[src/rtl/assert_macros.svh]
// Assertion macros shared by the receiver RTL.
`ifndef ASSERT_MACROS_SVH
`define ASSERT_MACROS_SVH

// Clocked check, held off while reset is high.
`define DFCR_ASSERT(label, clk, rst, prop, msg) \
   label: assert property (@(posedge clk) disable iff (rst) (prop)) else $error(msg);

// Clocked check that also holds during reset.
`define DFCR_ASSERT_ALWAYS(label, clk, prop, msg) \
   label: assert property (@(posedge clk) (prop)) else $error(msg);

`endif

[src/rtl/dfcr_pkg.sv]
// Types and constants shared by the delimited frame receiver modules.
`timescale 1ns / 1ps
`default_nettype none
package dfcr_pkg;

   localparam int MAX_FRAME = 256;
   localparam int CNT_W     = $clog2(MAX_FRAME + 1);
   localparam int LEN_W     = 9;
   localparam int SUM_W     = 16;
   localparam int FCNT_W    = 32;

   localparam logic [7:0] OPEN_MARK  = 8'h40;
   localparam logic [7:0] CLOSE_MARK = 8'h23;
   localparam int         MIN_FRAME  = 6;
   localparam int         TAIL_HOLD  = 4;

   localparam logic [2:0] ST_GOOD     = 3'd0;
   localparam logic [2:0] ST_MISMATCH = 3'd1;
   localparam logic [2:0] ST_LOST     = 3'd2;
   localparam logic [2:0] ST_OVERFLOW = 3'd3;
   localparam logic [2:0] ST_SHORT    = 3'd4;

   // Event kinds handed from the front to the back.
   localparam logic [1:0] EV_DATA   = 2'd0;
   localparam logic [1:0] EV_OPEN   = 2'd1;
   localparam logic [1:0] EV_CLOSE  = 2'd2;
   localparam logic [1:0] EV_REPORT = 2'd3;

   typedef struct packed {
      logic [1:0]       kind;
      logic [7:0]       data;
      logic             sum_oldest;
      logic             lost;
      logic [2:0]       status;
      logic [LEN_W-1:0] len;
   } ev_type;

   typedef struct packed {
      logic [2:0]        status;
      logic [LEN_W-1:0]  frame_length;
      logic [SUM_W-1:0]  computed_sum;
      logic [SUM_W-1:0]  received_sum;
      logic [FCNT_W-1:0] good_frames;
      logic [FCNT_W-1:0] dropped_frames;
   } rsp_type;

endpackage
`default_nettype wire

[src/rtl/dfcr_front.sv]
// Front end: tracks framing of received bytes and classifies them into events.
`timescale 1ns / 1ps
`default_nettype none
`include "assert_macros.svh"
module dfcr_front (
   input  wire logic            clock,
   input  wire logic            reset,
   input  wire logic            req_push,
   output logic                 req_full,
   input  wire logic [7:0]      req_rx_byte,
   output logic                 ev_valid,
   output dfcr_pkg::ev_type     ev_data,
   input  wire logic            ev_ready
);
   import dfcr_pkg::*;

   logic             in_frame_ff, in_frame_in;
   logic [CNT_W-1:0] count_ff, count_in;
   logic             accept;
   logic [CNT_W-1:0] count_plus;

   assign req_full   = !ev_ready;
   assign accept     = req_push && ev_ready;
   assign count_plus = count_ff + CNT_W'(1);

   always_comb begin
      in_frame_in = in_frame_ff;
      count_in    = count_ff;
      ev_valid    = 1'b0;
      ev_data     = '0;
      ev_data.data = req_rx_byte;
      if (accept) begin
         priority if (req_rx_byte == OPEN_MARK) begin
            ev_valid     = 1'b1;
            ev_data.kind = EV_OPEN;
            ev_data.lost = in_frame_ff;
            ev_data.len  = LEN_W'(count_ff);
            in_frame_in  = 1'b1;
            count_in     = CNT_W'(1);
         end else if (!in_frame_ff) begin
            // drop bytes outside a frame
         end else if (count_ff >= CNT_W'(MAX_FRAME)) begin
            ev_valid       = 1'b1;
            ev_data.kind   = EV_REPORT;
            ev_data.status = ST_OVERFLOW;
            ev_data.len    = LEN_W'(count_ff);
            in_frame_in    = 1'b0;
            count_in       = '0;
         end else if (req_rx_byte == CLOSE_MARK) begin
            ev_valid    = 1'b1;
            ev_data.len = LEN_W'(count_plus);
            if (count_plus < CNT_W'(MIN_FRAME)) begin
               ev_data.kind   = EV_REPORT;
               ev_data.status = ST_SHORT;
            end else begin
               ev_data.kind = EV_CLOSE;
            end
            in_frame_in = 1'b0;
            count_in    = '0;
         end else begin
            ev_valid           = 1'b1;
            ev_data.kind       = EV_DATA;
            ev_data.sum_oldest = (count_ff >= CNT_W'(TAIL_HOLD));
            count_in           = count_plus;
         end
      end
   end

   always_ff @(posedge clock) begin
      if (reset) begin
         in_frame_ff <= 1'b0;
         count_ff    <= '0;
      end else begin
         in_frame_ff <= in_frame_in;
         count_ff    <= count_in;
      end
   end

   `DFCR_ASSERT(a_idle_count_zero, clock, reset, !in_frame_ff |-> (count_ff == '0),
      "byte count nonzero with no frame open")
   `DFCR_ASSERT(a_count_bounded, clock, reset,
      (accept && in_frame_ff && (count_ff >= CNT_W'(MAX_FRAME))) |=> !in_frame_ff ||
      (count_ff == CNT_W'(1)), "frame kept open past the maximum length")
endmodule
`default_nettype wire

[src/rtl/dfcr_evq.sv]
// Two-entry event queue between the front end and the back end.
`timescale 1ns / 1ps
`default_nettype none
`include "assert_macros.svh"
module dfcr_evq (
   input  wire logic             clock,
   input  wire logic             reset,
   input  wire logic             in_valid,
   input  wire dfcr_pkg::ev_type in_data,
   output logic                  in_ready,
   output logic                  out_valid,
   output dfcr_pkg::ev_type      out_data,
   input  wire logic             out_ready
);
   import dfcr_pkg::*;

   ev_type     entry_ff [2];
   logic       wr_ptr_ff, rd_ptr_ff;
   logic [1:0] cnt_ff;
   logic       push, pop;

   assign in_ready  = (cnt_ff != 2'd2);
   assign out_valid = (cnt_ff != 2'd0);
   assign out_data  = entry_ff[rd_ptr_ff];
   assign push      = in_valid && in_ready;
   assign pop       = out_valid && out_ready;

   always_ff @(posedge clock) begin
      if (push) begin
         entry_ff[wr_ptr_ff] <= in_data;
      end
   end

   always_ff @(posedge clock) begin
      if (reset) begin
         wr_ptr_ff <= 1'b0;
         rd_ptr_ff <= 1'b0;
         cnt_ff    <= 2'd0;
      end else begin
         if (push) wr_ptr_ff <= !wr_ptr_ff;
         if (pop)  rd_ptr_ff <= !rd_ptr_ff;
         cnt_ff <= cnt_ff + {1'b0, push} - {1'b0, pop};
      end
   end

   `DFCR_ASSERT(a_evq_ptrs, clock, reset,
      ((cnt_ff == 2'd1) == (wr_ptr_ff != rd_ptr_ff)) && (cnt_ff != 2'd3),
      "event queue pointers disagree with fill count")
endmodule
`default_nettype wire

[src/rtl/dfcr_back.sv]
// Back end: tail window, pair checksum, counters and the result buffer.
`timescale 1ns / 1ps
`default_nettype none
`include "assert_macros.svh"
module dfcr_back (
   input  wire logic             clock,
   input  wire logic             reset,
   input  wire logic             ev_valid,
   input  wire dfcr_pkg::ev_type ev_data,
   output logic                  ev_ready,
   output logic                  rsp_empty,
   input  wire logic             rsp_pop,
   output dfcr_pkg::rsp_type     rsp_data
);
   import dfcr_pkg::*;

   function automatic logic [SUM_W-1:0] fold_add(input logic [SUM_W-1:0] a,
                                                 input logic [SUM_W-1:0] b);
      logic [SUM_W:0] t;
      t = {1'b0, a} + {1'b0, b};
      return t[SUM_W-1:0] + SUM_W'(t[SUM_W]);
   endfunction

   // Uppercase hex digit: bit 4 flags a valid digit.
   function automatic logic [4:0] hex_digit(input logic [7:0] c);
      logic [4:0] r;
      r = '0;
      if (c >= 8'h30 && c <= 8'h39) r = {1'b1, 4'(c - 8'h30)};
      else if (c >= 8'h41 && c <= 8'h46) r = {1'b1, 4'(c - 8'h37)};
      return r;
   endfunction

   logic [7:0]        win_ff [TAIL_HOLD];
   logic [7:0]        win_in [TAIL_HOLD];
   logic [SUM_W-1:0]  run_ff, run_in;
   logic [7:0]        hi_ff, hi_in;
   logic              pend_ff, pend_in;
   logic [FCNT_W-1:0] good_ff, good_in;
   logic [FCNT_W-1:0] drop_ff, drop_in;

   rsp_type    ob_ff [2];
   logic       ob_wr_ff, ob_rd_ff;
   logic [1:0] ob_cnt_ff;
   logic       ob_push, ob_pop;
   rsp_type    res;

   logic             needs_result, consume;
   logic [SUM_W-1:0] csum, rsum;
   logic [4:0]       dig [TAIL_HOLD];
   logic             hex_ok;

   assign needs_result = (ev_data.kind != EV_DATA) &&
                         !((ev_data.kind == EV_OPEN) && !ev_data.lost);
   assign ev_ready     = !needs_result || (ob_cnt_ff != 2'd2);
   assign consume      = ev_valid && ev_ready;
   assign ob_push      = consume && needs_result;
   assign ob_pop       = rsp_pop && !rsp_empty;
   assign rsp_empty    = (ob_cnt_ff == 2'd0);
   assign rsp_data     = ob_ff[ob_rd_ff];

   always_comb begin
      hex_ok = 1'b1;
      for (int i = 0; i < TAIL_HOLD; i++) begin
         dig[i] = hex_digit(win_ff[i]);
         hex_ok = hex_ok && dig[i][4];
      end
      rsum = hex_ok ? {dig[0][3:0], dig[1][3:0], dig[2][3:0], dig[3][3:0]} : '0;
      csum = pend_ff ? fold_add(run_ff, {hi_ff, 8'h00}) : run_ff;
   end

   always_comb begin
      win_in  = win_ff;
      run_in  = run_ff;
      hi_in   = hi_ff;
      pend_in = pend_ff;
      good_in = good_ff;
      drop_in = drop_ff;
      res     = '0;
      res.frame_length = ev_data.len;
      if (consume) begin
         unique case (ev_data.kind)
            EV_DATA: begin
               if (ev_data.sum_oldest) begin
                  if (pend_ff) begin
                     run_in  = fold_add(run_ff, {hi_ff, win_ff[0]});
                     pend_in = 1'b0;
                     hi_in   = '0;
                  end else begin
                     hi_in   = win_ff[0];
                     pend_in = 1'b1;
                  end
               end
               for (int i = 0; i < TAIL_HOLD - 1; i++) win_in[i] = win_ff[i+1];
               win_in[TAIL_HOLD-1] = ev_data.data;
            end
            EV_OPEN: begin
               res.status = ST_LOST;
            end
            EV_REPORT: begin
               res.status = ev_data.status;
            end
            EV_CLOSE: begin
               res.status       = (csum == rsum) ? ST_GOOD : ST_MISMATCH;
               res.computed_sum = csum;
               res.received_sum = rsum;
            end
            default: begin
            end
         endcase
         if (ev_data.kind != EV_DATA) begin
            // clear the frame state; an open starts over with its marker
            for (int i = 0; i < TAIL_HOLD; i++) win_in[i] = '0;
            if (ev_data.kind == EV_OPEN) win_in[TAIL_HOLD-1] = OPEN_MARK;
            run_in  = '0;
            hi_in   = '0;
            pend_in = 1'b0;
         end
         if (needs_result) begin
            if (res.status == ST_GOOD) good_in = good_ff + FCNT_W'(1);
            else                       drop_in = drop_ff + FCNT_W'(1);
         end
      end
      res.good_frames    = good_in;
      res.dropped_frames = drop_in;
   end

   always_ff @(posedge clock) begin
      if (reset) begin
         for (int i = 0; i < TAIL_HOLD; i++) win_ff[i] <= '0;
         run_ff  <= '0;
         hi_ff   <= '0;
         pend_ff <= 1'b0;
         good_ff <= '0;
         drop_ff <= '0;
      end else begin
         win_ff  <= win_in;
         run_ff  <= run_in;
         hi_ff   <= hi_in;
         pend_ff <= pend_in;
         good_ff <= good_in;
         drop_ff <= drop_in;
      end
   end

   always_ff @(posedge clock) begin
      if (ob_push) begin
         ob_ff[ob_wr_ff] <= res;
      end
   end

   always_ff @(posedge clock) begin
      if (reset) begin
         ob_wr_ff  <= 1'b0;
         ob_rd_ff  <= 1'b0;
         ob_cnt_ff <= 2'd0;
      end else begin
         if (ob_push) ob_wr_ff <= !ob_wr_ff;
         if (ob_pop)  ob_rd_ff <= !ob_rd_ff;
         ob_cnt_ff <= ob_cnt_ff + {1'b0, ob_push} - {1'b0, ob_pop};
      end
   end

   `DFCR_ASSERT(a_good_counts, clock, reset, (ob_push && (res.status == ST_GOOD)) |=>
      (good_ff == $past(good_ff) + FCNT_W'(1)) && $stable(drop_ff),
      "good frame not counted exactly once")
   `DFCR_ASSERT(a_good_sums, clock, reset,
      (ob_push && (res.status == ST_GOOD)) |-> (res.computed_sum == res.received_sum),
      "good status with differing checksums")
   `DFCR_ASSERT_ALWAYS(a_ob_bound, clock, reset || (ob_cnt_ff != 2'd3),
      "result buffer overfilled")
endmodule
`default_nettype wire

[src/rtl/delimited_frame_checksum_receiver_core.sv]
// Top level of the delimited frame checksum receiver.
`timescale 1ns / 1ps
`default_nettype none
// Frame receiver for '@' ... '#' delimited character frames. Push one received
// byte per transaction on the req_ side; the block accepts one byte every clock
// cycle, and a byte waits (req_full high) only when the two-entry event queue
// is full, which happens when the two-entry result buffer fills because results
// are not being popped. A result reaches the rsp_ side by way of the event queue
// entry and then the checksum stage into the result buffer, both registered. One
// result per frame end or drop: status, length, the
// 16-bit end-around-carry sum of big-endian byte pairs over the frame without
// its four trailing hex digits and the closing mark, the value of those
// digits, and running good and drop counts. Bytes outside a frame produce no
// result and are consumed at once.
module delimited_frame_checksum_receiver_core (
   input  wire logic        clock,
   input  wire logic        reset,
   input  wire logic        req_push,
   output logic             req_full,
   input  wire logic [7:0]  req_rx_byte,
   output logic             rsp_empty,
   input  wire logic        rsp_pop,
   output logic [2:0]       rsp_status,
   output logic [8:0]       rsp_frame_length,
   output logic [15:0]      rsp_computed_sum,
   output logic [15:0]      rsp_received_sum,
   output logic [31:0]      rsp_good_frames,
   output logic [31:0]      rsp_dropped_frames
);
   import dfcr_pkg::*;

   // front end to queue
   logic    fe_valid, fe_ready;
   ev_type  fe_data;
   // queue to back end
   logic    be_valid, be_ready;
   ev_type  be_data;
   rsp_type rsp_data;

   // Classify each byte against the framing state; ignored bytes go nowhere.
   dfcr_front u_front (
      .clock       (clock),
      .reset       (reset),
      .req_push    (req_push),
      .req_full    (req_full),
      .req_rx_byte (req_rx_byte),
      .ev_valid    (fe_valid),
      .ev_data     (fe_data),
      .ev_ready    (fe_ready)
   );

   // Decouple classification from checksum work so each side can stall.
   dfcr_evq u_evq (
      .clock     (clock),
      .reset     (reset),
      .in_valid  (fe_valid),
      .in_data   (fe_data),
      .in_ready  (fe_ready),
      .out_valid (be_valid),
      .out_data  (be_data),
      .out_ready (be_ready)
   );

   // Advance the tail window and pair sum, and report at frame end or drop.
   dfcr_back u_back (
      .clock     (clock),
      .reset     (reset),
      .ev_valid  (be_valid),
      .ev_data   (be_data),
      .ev_ready  (be_ready),
      .rsp_empty (rsp_empty),
      .rsp_pop   (rsp_pop),
      .rsp_data  (rsp_data)
   );

   assign rsp_status         = rsp_data.status;
   assign rsp_frame_length   = rsp_data.frame_length;
   assign rsp_computed_sum   = rsp_data.computed_sum;
   assign rsp_received_sum   = rsp_data.received_sum;
   assign rsp_good_frames    = rsp_data.good_frames;
   assign rsp_dropped_frames = rsp_data.dropped_frames;
endmodule
`default_nettype wire
[config.mk]
export PLATFORM = sky130hd
export DESIGN_NAME = delimited_frame_checksum_receiver_core
export DESIGN_NICKNAME = d
export VERILOG_FILES = /design/src/rtl/dfcr_pkg.sv /design/src/rtl/dfcr_front.sv /design/src/rtl/dfcr_evq.sv /design/src/rtl/dfcr_back.sv /design/src/rtl/delimited_frame_checksum_receiver_core.sv
export VERILOG_INCLUDE_DIRS = /design/src /design/src/rtl
export SDC_FILE = /design/constraint.sdc
export NUM_CORES = 1
export LEC_CHECK = 0
export BUFFER_PORTS_ARGS = -buffer_cell sky130_fd_sc_hd__buf_2
export CAP_MARGIN = 20
export CORE_ASPECT_RATIO = 0.6
export CORE_MARGIN = 2
export CORE_UTILIZATION = 45
export DETAILED_ROUTE_END_ITERATION = 16
export SLEW_MARGIN = 10
export SYNTH_ARGS = -nofsm -noshare
export SYNTH_HDL_FRONTEND = slang
export SYNTH_HIERARCHICAL = 1
export SYNTH_SLANG_ARGS = --single-unit
[constraint.sdc]
create_clock -name clock -period 18.1 [get_ports clock]
set_clock_uncertainty 0.1 [all_clocks]
set_input_delay 0.905 -clock clock [delete_from_list [all_inputs] [get_ports clock]]
set_output_delay 0.905 -clock clock [all_outputs]
set_load 0.005 [all_outputs]
==> flow_metrics.py <==
metrics = {
    "global_route": {
        "grtUsageTotal_pct": 20.4,
        "grt_overflow": 0,
        "grt_max_degree": 100,
        "antenna_found_initial": 0,
        "grt_pass1_vias": 12700,
        "grt_pass1_wl_um": 73500,
    },
    "layout": {
        "area_growth_pct": 12.7,
        "regArea_sq_mm": 0.0108,
        "n_antenna_cell": 0,
        "n_fill_cell": 3788,
        "layout_common_cells": "264 x edfxtp_1, 142 x nand2_1, 140 x dfxtp_1, 132 x mux2_2",
        "nNetsFinal": 1884,
        "fin_cells": 2439,
        "multi_input_area_sq_mm": 0.00842,
        "final_common_cell": "edfxtp_1",
        "drive_gt1_share_pct": 20.2,
    },
    "synth": {
        "synth_fa_ha_area_share_pct": 2.87,
        "yosys.area.top_type": "edfxtp_1",
        "synth.area.top_cells": "edfxtp_1 40%, dfxtp_1 14%, mux2_2 7.5%, xnor2_1 3.0%, a21oi_1 2.8%",
        "synth_xor_area_share_pct": 4.69,
        "synth_edf_count": 264,
        "synth_top_family_by_area": "simple AND/OR/NAND/NOR gates",
        "synthMuxAreaShare_pct": 9.77,
        "synth_top_area_share_pct": 40.2,
        "synth_area_per_cell_sq_um": 11.3,
        "yosysUniqueCellTypes": 93,
        "synth_fp_nets": 1795,
        "netlist_area_sq_mm": 0.0197,
        "syn_inst": 1739,
        "yosysSeqAreaShare_pct": 54.6,
        "async_reset_ff_share_pct": 0,
        "ys_ff_latch": 405,
        "synth_flop_cell": "edfxtp_1",
        "synthSimpleGateAreaFrac_pct": 16.6,
        "yosysWarnings": 6,
        "synth_compound_area_share_pct": 8.75,
    },
    "worst_setup_path": {
        "start_kind": "flop",
        "arrival_ps": 6150,
        "endpoint_kind": "flop",
        "criticalPathCategory": "reg -> reg",
        "cp.required_ps": 18440,
        "r2r_cells": 21,
        "crit_fanout": 39,
    },
    "cts": {
        "cts_setup_buffers": 0,
        "clk_path_buf_depth": 3,
        "root_buffer": "clkbuf_16",
        "cts.sinks": 405,
        "clk_pin_slew_worst_paths_ps": 60,
        "holdBufCountCts": 0,
        "htree_levels": 2,
        "cts_resized": 0,
        "cts_tree": "done",
        "clk_latency_ps": 550,
        "cts_buffers": 40,
    },
    "timing": {
        "tightest_slew_ps": 970,
        "fmax_mhz": 172,
        "maxSlewViolCount": 0,
        "fin_tns_setup_ps": 0,
        "max_slew_margin_pct": 35.3,
        "setup_ws_ps": 12300,
        "setup_violations": 0,
        "post-route-period-util_pct": 32.1,
        "finalCriticalPeriod_ps": 5800,
        "rsz0062_at_grt": "false",
        "hold_viol_final": 0,
    },
    "placement": {
        "io_buffers": 121,
        "gp_congestion": 0.874,
        "place_ws_ps": 12380,
        "dp_hpwl_um": 32200,
        "dp.cells": 2362,
    },
    "routing": {
        "vias_per_cell": 5.61,
        "antenna_left": 0,
        "drt-pass1-iter-count": 5,
        "drt_iter0_drc": 1315,
        "routed_wl_um": 46900,
        "wl_met3_um": 2380,
        "met1_length_um": 24600,
        "route.vias.total": 13700,
        "drc": 0,
        "routed-wl-met2_um": 19200,
        "routedWlPerCell_um": 19.2,
        "routed.top_layer": "met4",
    },
    "pwr": {
        "leakagePower_nw": 7.38,
        "ir_drop_v": 0.0000979,
        "p_per_area_mw_per_mm2": 106,
    },
    "floorplanning": {
        "start_util_pct": 45.5,
        "die_w_um": 274,
        "die-area_sq_mm": 0.0455,
        "fp-row-count": 59,
        "die-height_um": 166,
        "design.core.area_sq_mm": 0.0433,
        "ios": 122,
    },
    "run": {
        "maxCapViolations": 0,
    },
    "status": {
        "status": "complete, no violations",
    },
    "worst_hold_path": {
        "min_path_cells": 2,
        "hold_path.class": "reg -> reg",
    },
}
==> cells in the mapped netlist, types with 11 or more instances <==
| cell | count |
|---|---|
| nor4_1 | 11 |
| mux2i_1 | 13 |
| mux2_2 | 132 |
| ha_1 | 42 |
| nand3_1 | 89 |
| nand2_1 | 142 |
| and3_1 | 37 |
| o31ai_1 | 16 |
| and4_1 | 13 |
| o21ai_0 | 55 |
| inv_1 | 36 |
| nand2b_1 | 14 |
| and2_1 | 11 |
| clkbuf_1 | 63 |
| nor2_1 | 123 |
| a21oi_1 | 110 |
| xnor2_1 | 67 |
| edfxtp_1 | 264 |
| nand4_1 | 26 |
| or4_1 | 17 |
| nor3_1 | 23 |
| mux2_1 | 26 |
| nor2b_1 | 44 |
| dfxtp_1 | 141 |
| xor2_1 | 36 |
| or3_1 | 21 |
| buf_4 | 13 |
==> kinds of logic after synthesis <==
logic type / after synthesis
simple gates: 619
flops: 405
compound gates: 270
mux: 172
buf+inv: 125
xor+xnor: 104
fa+ha+maj: 44
==> power breakdown <==
group          total, mW  internal [mW]  switching [mW]  leakage, nW
Combinational      0.403          0.135           0.268         3.45
Sequential          1.07           1.04          0.0338         3.25
Clock              0.875          0.516           0.359        0.682
==> routing by layer <==
metal,GRT usage [%],up-vias
met2,28.5,312
met4,3.90,0
met5,0,-
met1,33.0,6750
met3,3.28,54
li1,-,6570
==> worst paths after layout <==
kind	endpoint	from	slack, ps
setup / recovery	u_back/good_ff[11]$_SDFF_PP0_	u_back/run_ff[8]$_SDFFE_PP0P_	12300
hold / removal	u_back/hi_ff[0]$_SDFFE_PP0P_	u_back/hi_ff[0]$_SDFFE_PP0P_	370
hold reg to reg	u_back/hi_ff[0]$_SDFFE_PP0P_	u_back/hi_ff[0]$_SDFFE_PP0P_	370
setup reg to reg	u_back/good_ff[11]$_SDFF_PP0_	u_back/run_ff[8]$_SDFFE_PP0P_	12300
==> sequential cells by signal, indices dropped and copies added, names as in the netlist, named ones only <==
register,cells
u_back/drop_ff,32
u_back/ob_ff,216
u_evq/cnt_ff,2
u_back/pend_ff,1
u_back/ob_cnt_ff,2
u_front/count_ff,9
u_back/hi_ff,8
u_back/ob_rd_ff,1
u_evq/wr_ptr_ff,1
u_evq/entry_ff,48
u_back/ob_wr_ff,1
u_back/run_ff,16
u_front/in_frame_ff,1
u_evq/rd_ptr_ff,1
u_back/win_ff,32
u_back/good_ff,32
==> critical path: stages (launching register included) <==
cell	delay, ps
dfxtp_1	390
ha_1	270
inv_1	80
fa_1	420
nor2b_1	210
o22ai_1	200
o21ai_0	200
a21o_1	150
ha_1	200
ha_1	300
nand4_1	150
xor2_1	360
xnor3_1	270
nor3_1	140
o21ai_1	80
a221o_1	390
nor4_1	290
and2_1	360
a22oi_2	100
buf_4	290
nor3_1	390
mux2_2	370
==> layout make-up <==
class | instances | area share (%)
Sequential cell | 405 | 48.5
Clock inverter | 20 | 1.20
Timing Repair Buffer | 136 | 3.42
Clock buffer | 54 | 5.11
Multi-Input combinational cell | 1209 | 37.9
Inverter | 36 | 0.609
Tap cell | 579 | 3.26
==> stage by stage <==
step | instance area, sq um | power, mW | hold WS, ps | utilization [%]
2_1_floorplan | 19700 | 1.38 | 336 | -
3_3_place_gp | 20700 | 1.49 | 350 | 47.9
3_5_place_dp | 20700 | 1.50 | 355 | 47.9
4_1_cts | 22100 | 2.38 | 363 | 51.2
5_1_grt | 22200 | 2.46 | 386 | 51.3
6_report | 22200 | 2.35 | 369 | 51.3
No activity file was read; power rests on OpenSTA's default activity.
